## src/hw/rtl/spsi_pkg.sv

```systemverilog
`timescale 1ns / 1ps

package spsi_pkg;

  // Number of cells, one stored pair per cell.
  localparam int unsigned CAPACITY = 256;
  localparam int unsigned CNT_W    = $clog2(CAPACITY + 1);

  typedef enum logic [1:0] {
    TOK_SEARCH,
    TOK_SHIFT,
    TOK_CLEAR
  } tok_mode_e;

  typedef enum logic {
    KIND_INSERT = 1'b0,
    KIND_CLEAR  = 1'b1
  } kind_e;

  typedef struct packed {
    logic [63:0] first_key;
    logic [63:0] second_key;
  } pair_t;

  typedef struct packed {
    logic        kind;
    logic [63:0] first_key;
    logic [63:0] second_key;
  } spsi_in_t;

  typedef struct packed {
    logic added;
    logic full_res;
  } spsi_out_t;

  // Token handed from cell to cell.
  typedef struct packed {
    logic      vld;
    tok_mode_e mode;
    logic      full;
    pair_t     pair;
  } token_t;

  // Result a cell raises when it settles a lookup.
  typedef struct packed {
    logic strobe;
    logic added;
    logic full_res;
  } cell_res_t;

endpackage

```

## src/hw/rtl/spsi_cell.sv

```systemverilog
`timescale 1ns / 1ps

module spsi_cell import spsi_pkg::*; (
  input  logic      clk_i,
  input  logic      rst_ni,
  input  token_t    tok_i,
  output token_t    tok_o,
  output cell_res_t res_o
);

  pair_t  ent_q, ent_d;
  logic   ent_vld_q, ent_vld_d;
  token_t tok_q, tok_d;

  always_comb begin
    ent_d     = ent_q;
    ent_vld_d = ent_vld_q;
    tok_d     = tok_i;
    tok_d.vld = 1'b0;
    res_o     = '0;
    if (tok_i.vld) begin
      case (tok_i.mode)
        TOK_CLEAR: begin
          // drop the entry, pass the sweep on
          ent_vld_d = 1'b0;
          tok_d.vld = 1'b1;
        end
        TOK_SHIFT: begin
          // take the carried pair, hand the old one down
          ent_d     = tok_i.pair;
          ent_vld_d = 1'b1;
          if (ent_vld_q) begin
            tok_d.vld  = 1'b1;
            tok_d.pair = ent_q;
          end
        end
        TOK_SEARCH: begin
          if (!ent_vld_q) begin
            res_o.strobe   = 1'b1;
            res_o.added    = !tok_i.full;
            res_o.full_res = tok_i.full;
            if (!tok_i.full) begin
              ent_d     = tok_i.pair;
              ent_vld_d = 1'b1;
            end
          end else if (ent_q == tok_i.pair) begin
            res_o.strobe = 1'b1;
          end else if (ent_q > tok_i.pair) begin
            res_o.strobe   = 1'b1;
            res_o.added    = !tok_i.full;
            res_o.full_res = tok_i.full;
            if (!tok_i.full) begin
              ent_d      = tok_i.pair;
              tok_d.vld  = 1'b1;
              tok_d.mode = TOK_SHIFT;
              tok_d.pair = ent_q;
            end
          end else begin
            tok_d.vld = 1'b1;
          end
        end
        default: begin
          tok_d.vld = 1'b0;
        end
      endcase
    end
  end

  always_ff @(posedge clk_i or negedge rst_ni) begin
    if (!rst_ni) begin
      ent_vld_q <= 1'b0;
      tok_q     <= '0;
    end else begin
      ent_vld_q <= ent_vld_d;
      tok_q     <= tok_d;
    end
  end

  always_ff @(posedge clk_i) begin
    ent_q <= ent_d;
  end

  assign tok_o = tok_q;

endmodule

```

## config.mk

```make
export PLATFORM = sky130hd
export DESIGN_NAME = spsi_cell
export DESIGN_NICKNAME = d
export VERILOG_FILES = /design/src/hw/rtl/spsi_pkg.sv /design/src/hw/rtl/spsi_cell.sv
export SDC_FILE = /design/constraint.sdc
export NUM_CORES = 1
export LEC_CHECK = 0
export BUFFER_PORTS_ARGS = -buffer_cell sky130_fd_sc_hd__buf_2
export CAP_MARGIN = 5
export CELL_PAD_IN_SITES_DETAIL_PLACEMENT = 0
export CELL_PAD_IN_SITES_GLOBAL_PLACEMENT = 2
export CORE_MARGIN = 2
export CORE_UTILIZATION = 31
export DETAILED_ROUTE_END_ITERATION = 16
export PLACE_DENSITY_LB_ADDON = 0.1
export REMOVE_ABC_BUFFERS = 1
export SETUP_SLACK_MARGIN = 0.3
export SLEW_MARGIN = 15
export SYNTH_ARGS = -nofsm -noshare
export SYNTH_HDL_FRONTEND = slang
export SYNTH_SLANG_ARGS = --single-unit
```

## constraint.sdc

```tcl
create_clock -name clk_i -period 19.7 [get_ports clk_i]
set_input_delay 0.985 -clock clk_i [delete_from_list [all_inputs] [get_ports clk_i]]
set_output_delay 0.985 -clock clk_i [all_outputs]
set_load 0.02 [all_outputs]
```

==> key figures, run 1 <==
STA
  – Max Slew Vio Count: 0
  – Tcrit/Tclk final: 28.4%
  – Max Clock Freq: 179 MHz
  – Fin. Hold Viols: 0
  – Tightest Pin Transition: 1.18 ns
  – TNS Setup: 0 ns
  – RSZ-0062 raised after global routing: false
  – Final setup vio count: 0
  – Layout Skew: 0.0119 ns
  – Tmin final: 5.60 ns
  – Max-slew headroom: 21.6%

GRT
  – Total GRT Usage: 19.5%
  – Maximum number of pins on one net before global-route repair: 132
  – First-pass GRT wire length: 78000 um
  – Gr ovfl total: 0
  – Number of global-route vias before repair: 12310
  – Initial antenna violation count: 10

Yosys
  – Post-synthesis async set-or-reset flop share: 51.0%
  – Ys Warns: 0
  – #FFs+latches synth: 261
  – Cells after synthesis: 1383
  – Sequential share of the synthesized area: 46.1%
  – Synth Area per Inst: 11.2 sq um
  – Yosys top cell by area: edfxtp_1
  – Post-synth cell types: 47
  – Netlist Area Pre-Place: 0.0156 sq mm
  – Post-synth EDFFs: 128
  – Top_reg_cell synth: dfrtp_1
  – Area contributors post-synth: edfxtp_1, dfrtp_1, o311ai_2
  – Top-area cell type share of the netlist area: 24.7%

Outcome
  – Result of the run: finished, final reports clean

Floorplanning
  – Starting Density: 31.2%
  – Core Region: 0.0499 sq mm
  – Die height: 228 um
  – Total die area: 0.0520 sq mm
  – Io pins: 269
  – Row count: 82
  – Die W: 228 um

Clock tree
  – Hold_buf cts: 0
  – Number of CTS-inserted buffers: 36
  – Worst-Skew Late Latency: 0.54 ns
  – Post-CTS setup buffer count: 0
  – TritonCTS clock tree: done
  – Clock transition at path regs: 0.06 ns
  – Clock buffer depth: 3
  – CTS Sinks: 261
  – Post-cts resize count: 0
  – H-tree depth: 2
  – Root Driver: clkbuf_16

Critical path
  – Critical path arrival: 4.61 ns
  – Worst EP required: 18.72 ns
  – Crit path kind: primary input to output port
  – Max FO, Critical Path: 79
  – Critical Path Sink Type: output port
  – Crit path launch type: primary input

Finish
  – Synthesis-to-finish area growth: 19.2%
  – Fraction of layout cells with a size suffix above 1: 28.7%
  – Fillers: 5060
  – Reg area: 0.00717 sq mm
  – Nets: 1855
  – Multi-input logic area: 0.00741 sq mm
  – Commonest non-fill, non-tap cells in the layout: buf_2, nand2_1, inv_1, dfrtp_1
  – Commonest non-fill, non-tap cell in the layout: buf_2

Detailed routing
  – Via count: 11883
  – Vias per cell: 5.18
  – Iteration-0 DRC Markers: 575
  – Router iterations before antenna repair: 5
  – Detail Route Antenna Nets: 0
  – Residual DRC: 0
  – Routed wire per std cell: 22.2 um
  – WL final: 50800 um

Power
  – Sequential group share of total power: 41.8%
  – LEAKAGE: 0.00749 uW
  – Clock network fraction of total power: 42.5%
  – Total Power: 1500 uW
  – P_int: 1070 uW
  – VDD IR max: 0.0000569 V
  – PD cells: 80.8 mW/mm^2
  – Comb power frac: 15.7%
  – Sw Ratio: 28.4%
  – Net Switching: 426 uW

Run
  – Max_cap viols: 0

Placement
  – Port bufs: 268
  – Post-detail-place hpwl: 31500 um
  – Gpl congestion: 0.735

Hold path
  – Hold Crit Class: flop to flop
==> worst paths after layout <==
check | from | end | slack, ns | depth (start not counted)
worst max-delay path | tok_i[62] | res_o[2] | 14.10 | 12
worst min-delay path | ent_q[63]$_DFFE_PP_ | tok_o[63]$_DFF_PN0_ | 0.53 | 2
worst max register to register | ent_q[91]$_DFFE_PP_ | tok_o[45]$_DFF_PN0_ | 14.97 | 11
worst min register to register | ent_q[63]$_DFFE_PP_ | tok_o[63]$_DFF_PN0_ | 0.53 | 2
max in group asynchronous | rst_ni | tok_o[1]$_DFF_PN0_ | 17.79 | 2
min in group asynchronous | rst_ni | tok_o[107]$_DFF_PN0_ | 0.55 | 1
==> worst max-delay path, cell delays in order <==
cell	delay (ns)
buf_2	0.09
inv_1	0.06
ha_1	0.31
nand4_1	0.23
nor4_1	0.51
nor3b_1	0.46
nor3_1	0.23
a31oi_4	0.21
buf_4	0.87
or2_2	0.27
o21a_1	0.13
buf_2	0.16
==> area by class of cell <==
cell class | instances | share of cell area (%)
Tap cell | 672 | 4.53
Multi-Input combinational cell | 872 | 39.9
Timing Repair Buffer | 286 | 8.07
Sequential cell | 261 | 38.7
Antenna cell | 1 | 0.0135
Clock inverter | 11 | 0.553
Clock buffer | 53 | 5.48
Inverter | 136 | 2.75
==> flip-flops by register name (all words and copies together) (netlist names) <==
signal     cells
ent_q        128
ent_vld_q      1
tok_o        132
==> synth_stat cells, types with 3 or more instances <==
| cell type | number |
|---|---|
| o211ai_1 | 3 |
| ha_1 | 128 |
| nand4_1 | 23 |
| a21oi_1 | 55 |
| dfrtp_1 | 133 |
| nand3_1 | 14 |
| o311ai_0 | 8 |
| o311ai_2 | 120 |
| buf_6 | 13 |
| buf_1 | 12 |
| inv_1 | 136 |
| clkbuf_1 | 86 |
| nor3_1 | 7 |
| o2111ai_1 | 128 |
| nor2b_1 | 128 |
| o21ai_0 | 23 |
| nor4_1 | 5 |
| edfxtp_1 | 128 |
| a221oi_1 | 5 |
| nand2_1 | 163 |
| a21o_1 | 15 |
| nor2_1 | 15 |
| and4_1 | 7 |
==> power by group through the flow <==
stage,registers [uW],clock network (uW),logic [uW]
3_5_place_dp,637,0,239
3_3_place_gp,637,0,239
5_1_grt,630,680,259
6_report,626,637,235
4_1_cts,627,659,240
2_1_floorplan,664,0,113
==> per-layer routing <==
metal	wire length [um]	global-route usage, %	up-vias
met2	24500	32.2	217
met1	22600	25.6	5912
met4	1300	5.80	14
met3	2370	4.18	73
met5	92	0	-
li1	-	-	5667
==> metrics by stage <==
| stage | instance area [sq um] | utilization (%) | cells | hold WS, ns | setup slack (ns) |
|---|---|---|---|---|---|
| 2_1_floorplan | 15000 | - | 1269 | 0.480 | 6.35 |
| 3_3_place_gp | 17400 | 34.9 | 2227 | 0.521 | 14.08 |
| 3_5_place_dp | 17400 | 34.9 | 2227 | 0.522 | 14.08 |
| 4_1_cts | 18500 | 37.2 | 2291 | 0.536 | 14.07 |
| 5_1_grt | 18500 | 37.2 | 2291 | 0.566 | 13.81 |
| 6_report | 18500 | 37.2 | 2292 | 0.534 | 14.10 |
==> cells by family (layout without fill, tap and decap cells) <==
group	after synthesis	after routing	share of synthesized area, %
buffers and inverters	250	486	6.70
adder cells (fa/ha/maj)	128	128	10.3
other	0	1	0
flip-flops	261	261	46.1
AO/OA/AOI/OAI	372	372	24.7
AND/OR/NAND/NOR	371	371	12.1
multiplexers	1	1	0.0643
Note: power is estimated with default switching activity, not from simulation.
==> run 2: changes to the inputs <==
clock period = 5.3 ns   (was 19.7 ns; I/O delays follow)
==> run 2 against run 1 <==
Net effect:
- clock skew hardly changed
- wire length is 0.92% higher
- first-iteration DRC count is 6.6% lower
- via count is 3.3% higher
==> key figures, run 2 (synthesis gave the netlist of run 1 again) <==
Finish
  – Synthesis-to-finish area growth: 28.5%
  – Commonest non-fill, non-tap cells in the layout: buf_2, nand2_1, inv_1, dfrtp_1, dlygate4sd3_1
  – Finished Core Util: 40.1%
  – Largest register FFs: 132
  – Fraction of layout cells with a size suffix above 1: 26.8%
  – Commonest non-fill, non-tap cell in the layout: buf_2
  – Fillers: 4997
  – Nets: 1990
  – Inserted Diodes: 0

Clock tree
  – Post-CTS setup buffer count: 0
  – TritonCTS clock tree: done
  – CTS Sinks: 261
  – Root Driver: clkbuf_16
  – Number of CTS-inserted buffers: 36
  – Worst-Skew Late Latency: 0.54 ns
  – Clock transition at path regs: 0.06 ns
  – Clock buffer depth: 3
  – H-tree depth: 2

Detailed routing
  – Router iterations before antenna repair: 4
  – Via count: 12273
  – Detail Route Antenna Nets: 0
  – Vias per cell: 5.06
  – Routed wire per std cell: 21.1 um
  – Iteration-0 DRC Markers: 537
  – WL final: 51300 um
  – Residual DRC: 0

Power
  – VDD IR max: 0.000178 V
  – PD cells: 282 mW/mm^2
  – LEAKAGE: 0.00809 uW
  – Total Power: 5630 uW

Critical path
  – Crit path launch type: flop
  – Max stage delay cell, worst path: a2111oi_0
  – Critical Path, Cell by Cell: ha_1 > nand4_1 > nor4_1 > nand4b_1 > a21o_1 > a31oi_4 > o21ai_0 > a2111oi_0 > buf_2
  – Crit path buf inv count: 1
  – Max FO, Critical Path: 4
  – Crit path kind: flop to output port
  – Crit-path max cell delay: 0.86 ns
  – Critical Path Sink Type: output port
  – Critical path arrival: 4.38 ns
  – Top delay family on crit path: compound AO/OA/AOI/OAI gates
  – Worst EP required: 5.04 ns

STA
  – Max Slew Vio Count: 0
  – Layout Skew: 0.0116 ns
  – RSZ-0062 raised after global routing: false
  – Tmin final: 4.65 ns
  – Final setup vio count: 0
  – Max-slew headroom: 33.1%
  – TNS Setup: 0 ns
  – Tcrit/Tclk final: 87.6%
  – Max Clock Freq: 215 MHz
  – Tightest Pin Transition: 1.00 ns
  – Fin. Hold Viols: 0

Placement
  – Port bufs: 268
  – Gpl congestion: 0.755
  – Post-detail-place hpwl: 31100 um

Outcome
  – Result of the run: finished, final reports clean

Floorplanning
  – Die height: 228 um
  – Io pins: 269
  – Total die area: 0.0520 sq mm
  – Row count: 82
  – Starting Density: 31.2%
  – Die W: 228 um
  – Core Region: 0.0499 sq mm

GRT
  – Gr ovfl total: 0
  – Number of global-route vias before repair: 12588
  – First-pass GRT wire length: 78700 um
  – Initial antenna violation count: 2
  – Maximum number of pins on one net before global-route repair: 132
  – Total GRT Usage: 19.5%

Hold path
  – Hold Crit Class: primary input to asynchronous set/reset pin

Run
  – Max_cap viols: 0
## run 2: cell types whose count changed in the layout (fill, tap and decap cells not counted), sizes merged
cell and change:
bufinv -1, diode -1, clkbuf +1, dlygate4sd3 +132, buf +3, clkinv -1
## run 2: final timing paths
| kind | from | to | slack, ns | cells after the start |
|---|---|---|---|---|
| worst max-delay path | ent_q[62]$_DFFE_PP_ | res_o[1] | 0.65 | 9 |
| worst max register to register | ent_q[62]$_DFFE_PP_ | tok_o[1]$_DFF_PN0_ | 1.12 | 10 |
| worst min-delay path | rst_ni | tok_o[27]$_DFF_PN0_ | 0.34 | 2 |
| worst min register to register | ent_q[0]$_DFFE_PP_ | tok_o[0]$_DFF_PN0_ | 0.53 | 2 |
| min in group clk_i | tok_i[129] | ent_vld_q$_DFFE_PN0P_ | 0.36 | 3 |
| max in group asynchronous | rst_ni | tok_o[62]$_DFF_PN0_ | 3.68 | 3 |
## run 2: through the flow
stage	cells	setup WS (ns)	cell area, sq um	hold slack (ns)
floorplan	1269	-7.39	15000	-0.0306
global placement	2230	1.10	17600	0.374
detailed placement	2230	1.06	17600	0.370
CTS	2425	0.590	20000	0.337
global route	2425	0.385	20000	0.376
finish	2425	0.655	20000	0.340
## run 2: what timing repair did
| action | 4_1_cts | 5_1_grt |
|---|---|---|
| hold buffers | 132 | 0 |
| endpoints found under the hold margin | 194 | 0 |
| gates resized for setup | 0 | 0 |
## run 2: layout make-up
type	count	area [sq um]	share of cell area [%]
inverter	136	510	2.55
clock buffer	54	1040	5.20
clock inverter	9	70.1	0.350
sequential	261	7170	35.9
timing repair buffer	421	2950	14.8
tap	672	841	4.21
multi-input combinational	872	7410	37.0
## run 2: power by group
group / internal [uW] / switching, uW / leakage [uW] / total, uW
clock: 1400 / 948 / 0.000543 / 2350
sequential: 2270 / 62.9 / 0.00274 / 2330
combinational: 370 / 586 / 0.00480 / 955
total: 4030 / 1600 / 0.00809 / 5630
## run 2: routing by layer
layer | global-route usage (%) | vias up | part of all wire, %
met4 | 3.96 | 4 | 1.6
li1 | - | 5937 | -
met1 | 26.1 | 6077 | 46
met5 | 0 | - | 0.035
met3 | 3.65 | 50 | 3.8
met2 | 32.8 | 205 | 48
## run 2: worst reg2reg max path: stages, from the launching register on
cell      delay (ns)
edfxtp_1        0.42
ha_1            0.34
nand4_1         0.24
nor4_1          0.52
nand4b_1        0.40
a21o_1          0.33
a31oi_4         0.20
buf_12          0.60
o211a_4         0.45
buf_4           0.33
o311ai_0        0.19
==> run 3: changes to the inputs <==
==> constraint.sdc (replaced) <==
create_clock -name clk_i -period 5.3 [get_ports clk_i]
set_input_delay 0 -clock clk_i [delete_from_list [all_inputs] [get_ports clk_i]]
set_output_delay 0 -clock clk_i [all_outputs]
set_load 0.02 [all_outputs]
==> run 3 against run 2 <==
Net effect:
- die area stayed put
- cell count is 0.16% higher
- clock-buffer cell count stayed put
- critical path depth is 1 higher
- register-to-register slack worse by 0.27 ns
- flip-flop and latch count stayed put
- largest power group unchanged
- highest routed layer unchanged
==> key figures, run 3 (synthesis gave the netlist of run 1 again) <==
Outcome
  – Result of the run: finished, final reports clean

Placement
  – Port bufs: 268
  – Gpl congestion: 0.745
  – Post-detail-place hpwl: 31300 um
  – Pre-CTS setup slack: 0.813 ns

STA
  – RSZ-0062 raised after global routing: false
  – Layout Skew: 0.0133 ns
  – Worst setup margin: 0.845 ns
  – Max Clock Freq: 224 MHz
  – Tcrit/Tclk final: 84.0%
  – Fin. Hold Viols: 0
  – Tmin final: 4.45 ns
  – Max-slew headroom: 27.0%
  – Max Slew Vio Count: 0
  – Tightest Pin Transition: 1.09 ns
  – Final setup vio count: 0
  – Final hold slack: 0.0668 ns

Finish
  – Fraction of layout cells with a size suffix above 1: 26.8%
  – Inserted Diodes: 0
  – Finished Core Util: 40.1%
  – Synthesis-to-finish area growth: 28.4%
  – Nets: 1994
  – Largest register FFs: 132
  – Commonest non-fill, non-tap cells in the layout: buf_2, nand2_1, inv_1, dlygate4sd3_1, dfrtp_1
  – Commonest non-fill, non-tap cell in the layout: buf_2

Floorplanning
  – Io pins: 269
  – Row count: 82
  – Die height: 228 um
  – Starting Density: 31.2%
  – Core Region: 0.0499 sq mm
  – Die W: 228 um
  – Total die area: 0.0520 sq mm

Clock tree
  – Post-cts resize count: 0
  – Number of CTS-inserted buffers: 36
  – Post-CTS setup buffer count: 0
  – Root Driver: clkbuf_16
  – H-tree depth: 2
  – Clock buffer depth: 3
  – TritonCTS clock tree: done
  – CTS Sinks: 261
  – Clock transition at path regs: 0.06 ns
  – Worst-Skew Late Latency: 0.54 ns

Critical path
  – Max stage delay cell, worst path: o211ai_4
  – Critical Path, Cell by Cell: ha_1 > nand4_1 > nor4_1 > a21oi_1 > nand3_1 > a21oi_1 > o211ai_4 > o21ai_0 > a31oi_4 > buf_4
  – Critical path arrival: 4.61 ns
  – Crit path kind: flop to flop
  – R2R depth: 10
  – Max FO, Critical Path: 44
  – Critical Path Source: ent_q[93]$_DFFE_PP_
  – Crit path launch type: flop
  – Worst EP required: 5.46 ns
  – Worst flop-to-flop path startpoint: ent_q[93]$_DFFE_PP_
  – Critical Path Sink Type: flop
  – R2R Setup Slk: 0.85 ns
  – Crit-path max cell delay: 0.78 ns
  – Most used cell, CP: a21oi_1
  – Worst r2r dst: ent_q[106]$_DFFE_PP_

Power
  – VDD IR max: 0.000168 V
  – PD cells: 284 mW/mm^2
  – LEAKAGE: 0.00809 uW
  – Total Power: 5660 uW

GRT
  – Maximum number of pins on one net before global-route repair: 108
  – Initial antenna violation count: 1
  – Total GRT Usage: 19.5%
  – First-pass GRT wire length: 78500 um
  – Gr ovfl total: 0
  – Number of global-route vias before repair: 12531

Detailed routing
  – Routed wire per std cell: 21.1 um
  – Iteration-0 DRC Markers: 585
  – Router iterations before antenna repair: 5
  – Vias per cell: 5.06
  – Detail Route Antenna Nets: 0
  – WL final: 51400 um
  – Via count: 12294
  – Residual DRC: 0

Run
  – Max_cap viols: 0

Hold path
  – Hold Crit Class: primary input to asynchronous set/reset pin
[run 3: cell types whose count changed in the layout (fill, tap and decap cells not counted), sizes merged]
cell / before / now
buf: 289 / 291
clkinv: 7 / 5
dlygate4sd3: 132 / 134
bufinv: 1 / 2
inv: 136 / 137
[run 3: critical path, delay by kind of cell (launching register included)]
kind / cells / cell delay, ns
compound gates: 5 / 1.76
buf+inv: 1 / 0.61
flops: 1 / 0.41
simple gates: 3 / 0.93
fa+ha+maj: 1 / 0.32
[run 3: worst max-delay path by stage]
stage	to
4_1_cts	ent_q[106]$_DFFE_PP_
3_3_place_gp	ent_q[115]$_DFFE_PP_
6_report	ent_q[106]$_DFFE_PP_
2_1_floorplan	tok_o[0]$_DFF_PN0_
3_5_place_dp	ent_q[107]$_DFFE_PP_
5_1_grt	ent_q[106]$_DFFE_PP_
[run 3: per-stage QoR]
| stage | instance area (sq um) | TNS [ns] | instances |
|---|---|---|---|
| 2_1_floorplan | 15000 | -1829.72 | 1269 |
| 3_3_place_gp | 17500 | 0 | 2232 |
| 3_5_place_dp | 17500 | 0 | 2232 |
| 4_1_cts | 20000 | 0 | 2429 |
| 5_1_grt | 20000 | 0 | 2429 |
| 6_report | 20000 | 0 | 2429 |
[run 3: what timing repair did]
item                                   4_1_cts  5_1_grt
setup endpoints to repair                    0        0
endpoints found under the hold margin      319        0
hold buffers                               134        0
[run 3: layout make-up]
type | instances | area (sq um)
fill | 5005 | 29900
tap | 672 | 841
inverter | 136 | 510
clock buffer | 54 | 1020
clock inverter | 9 | 100
multi-input combinational | 872 | 7410
timing repair buffer | 425 | 2930
sequential | 261 | 7170
[run 3: power by group]
| part | switching, uW | total [uW] | internal (uW) |
|---|---|---|---|
| logic | 589 | 958 | 369 |
| clock network | 954 | 2380 | 1420 |
| registers | 60.5 | 2330 | 2270 |
| total | 1600 | 5660 | 4060 |
[run 3: layer usage]
| layer | up-vias | part of all wire [%] | track usage [%] |
|---|---|---|---|
| met3 | 57 | 3.2 | 2.57 |
| met1 | 6065 | 47 | 27.1 |
| met4 | 2 | 2.2 | 5.51 |
| met2 | 223 | 47 | 31.9 |
| li1 | 5947 | - | - |
| met5 | - | 0.014 | 0 |
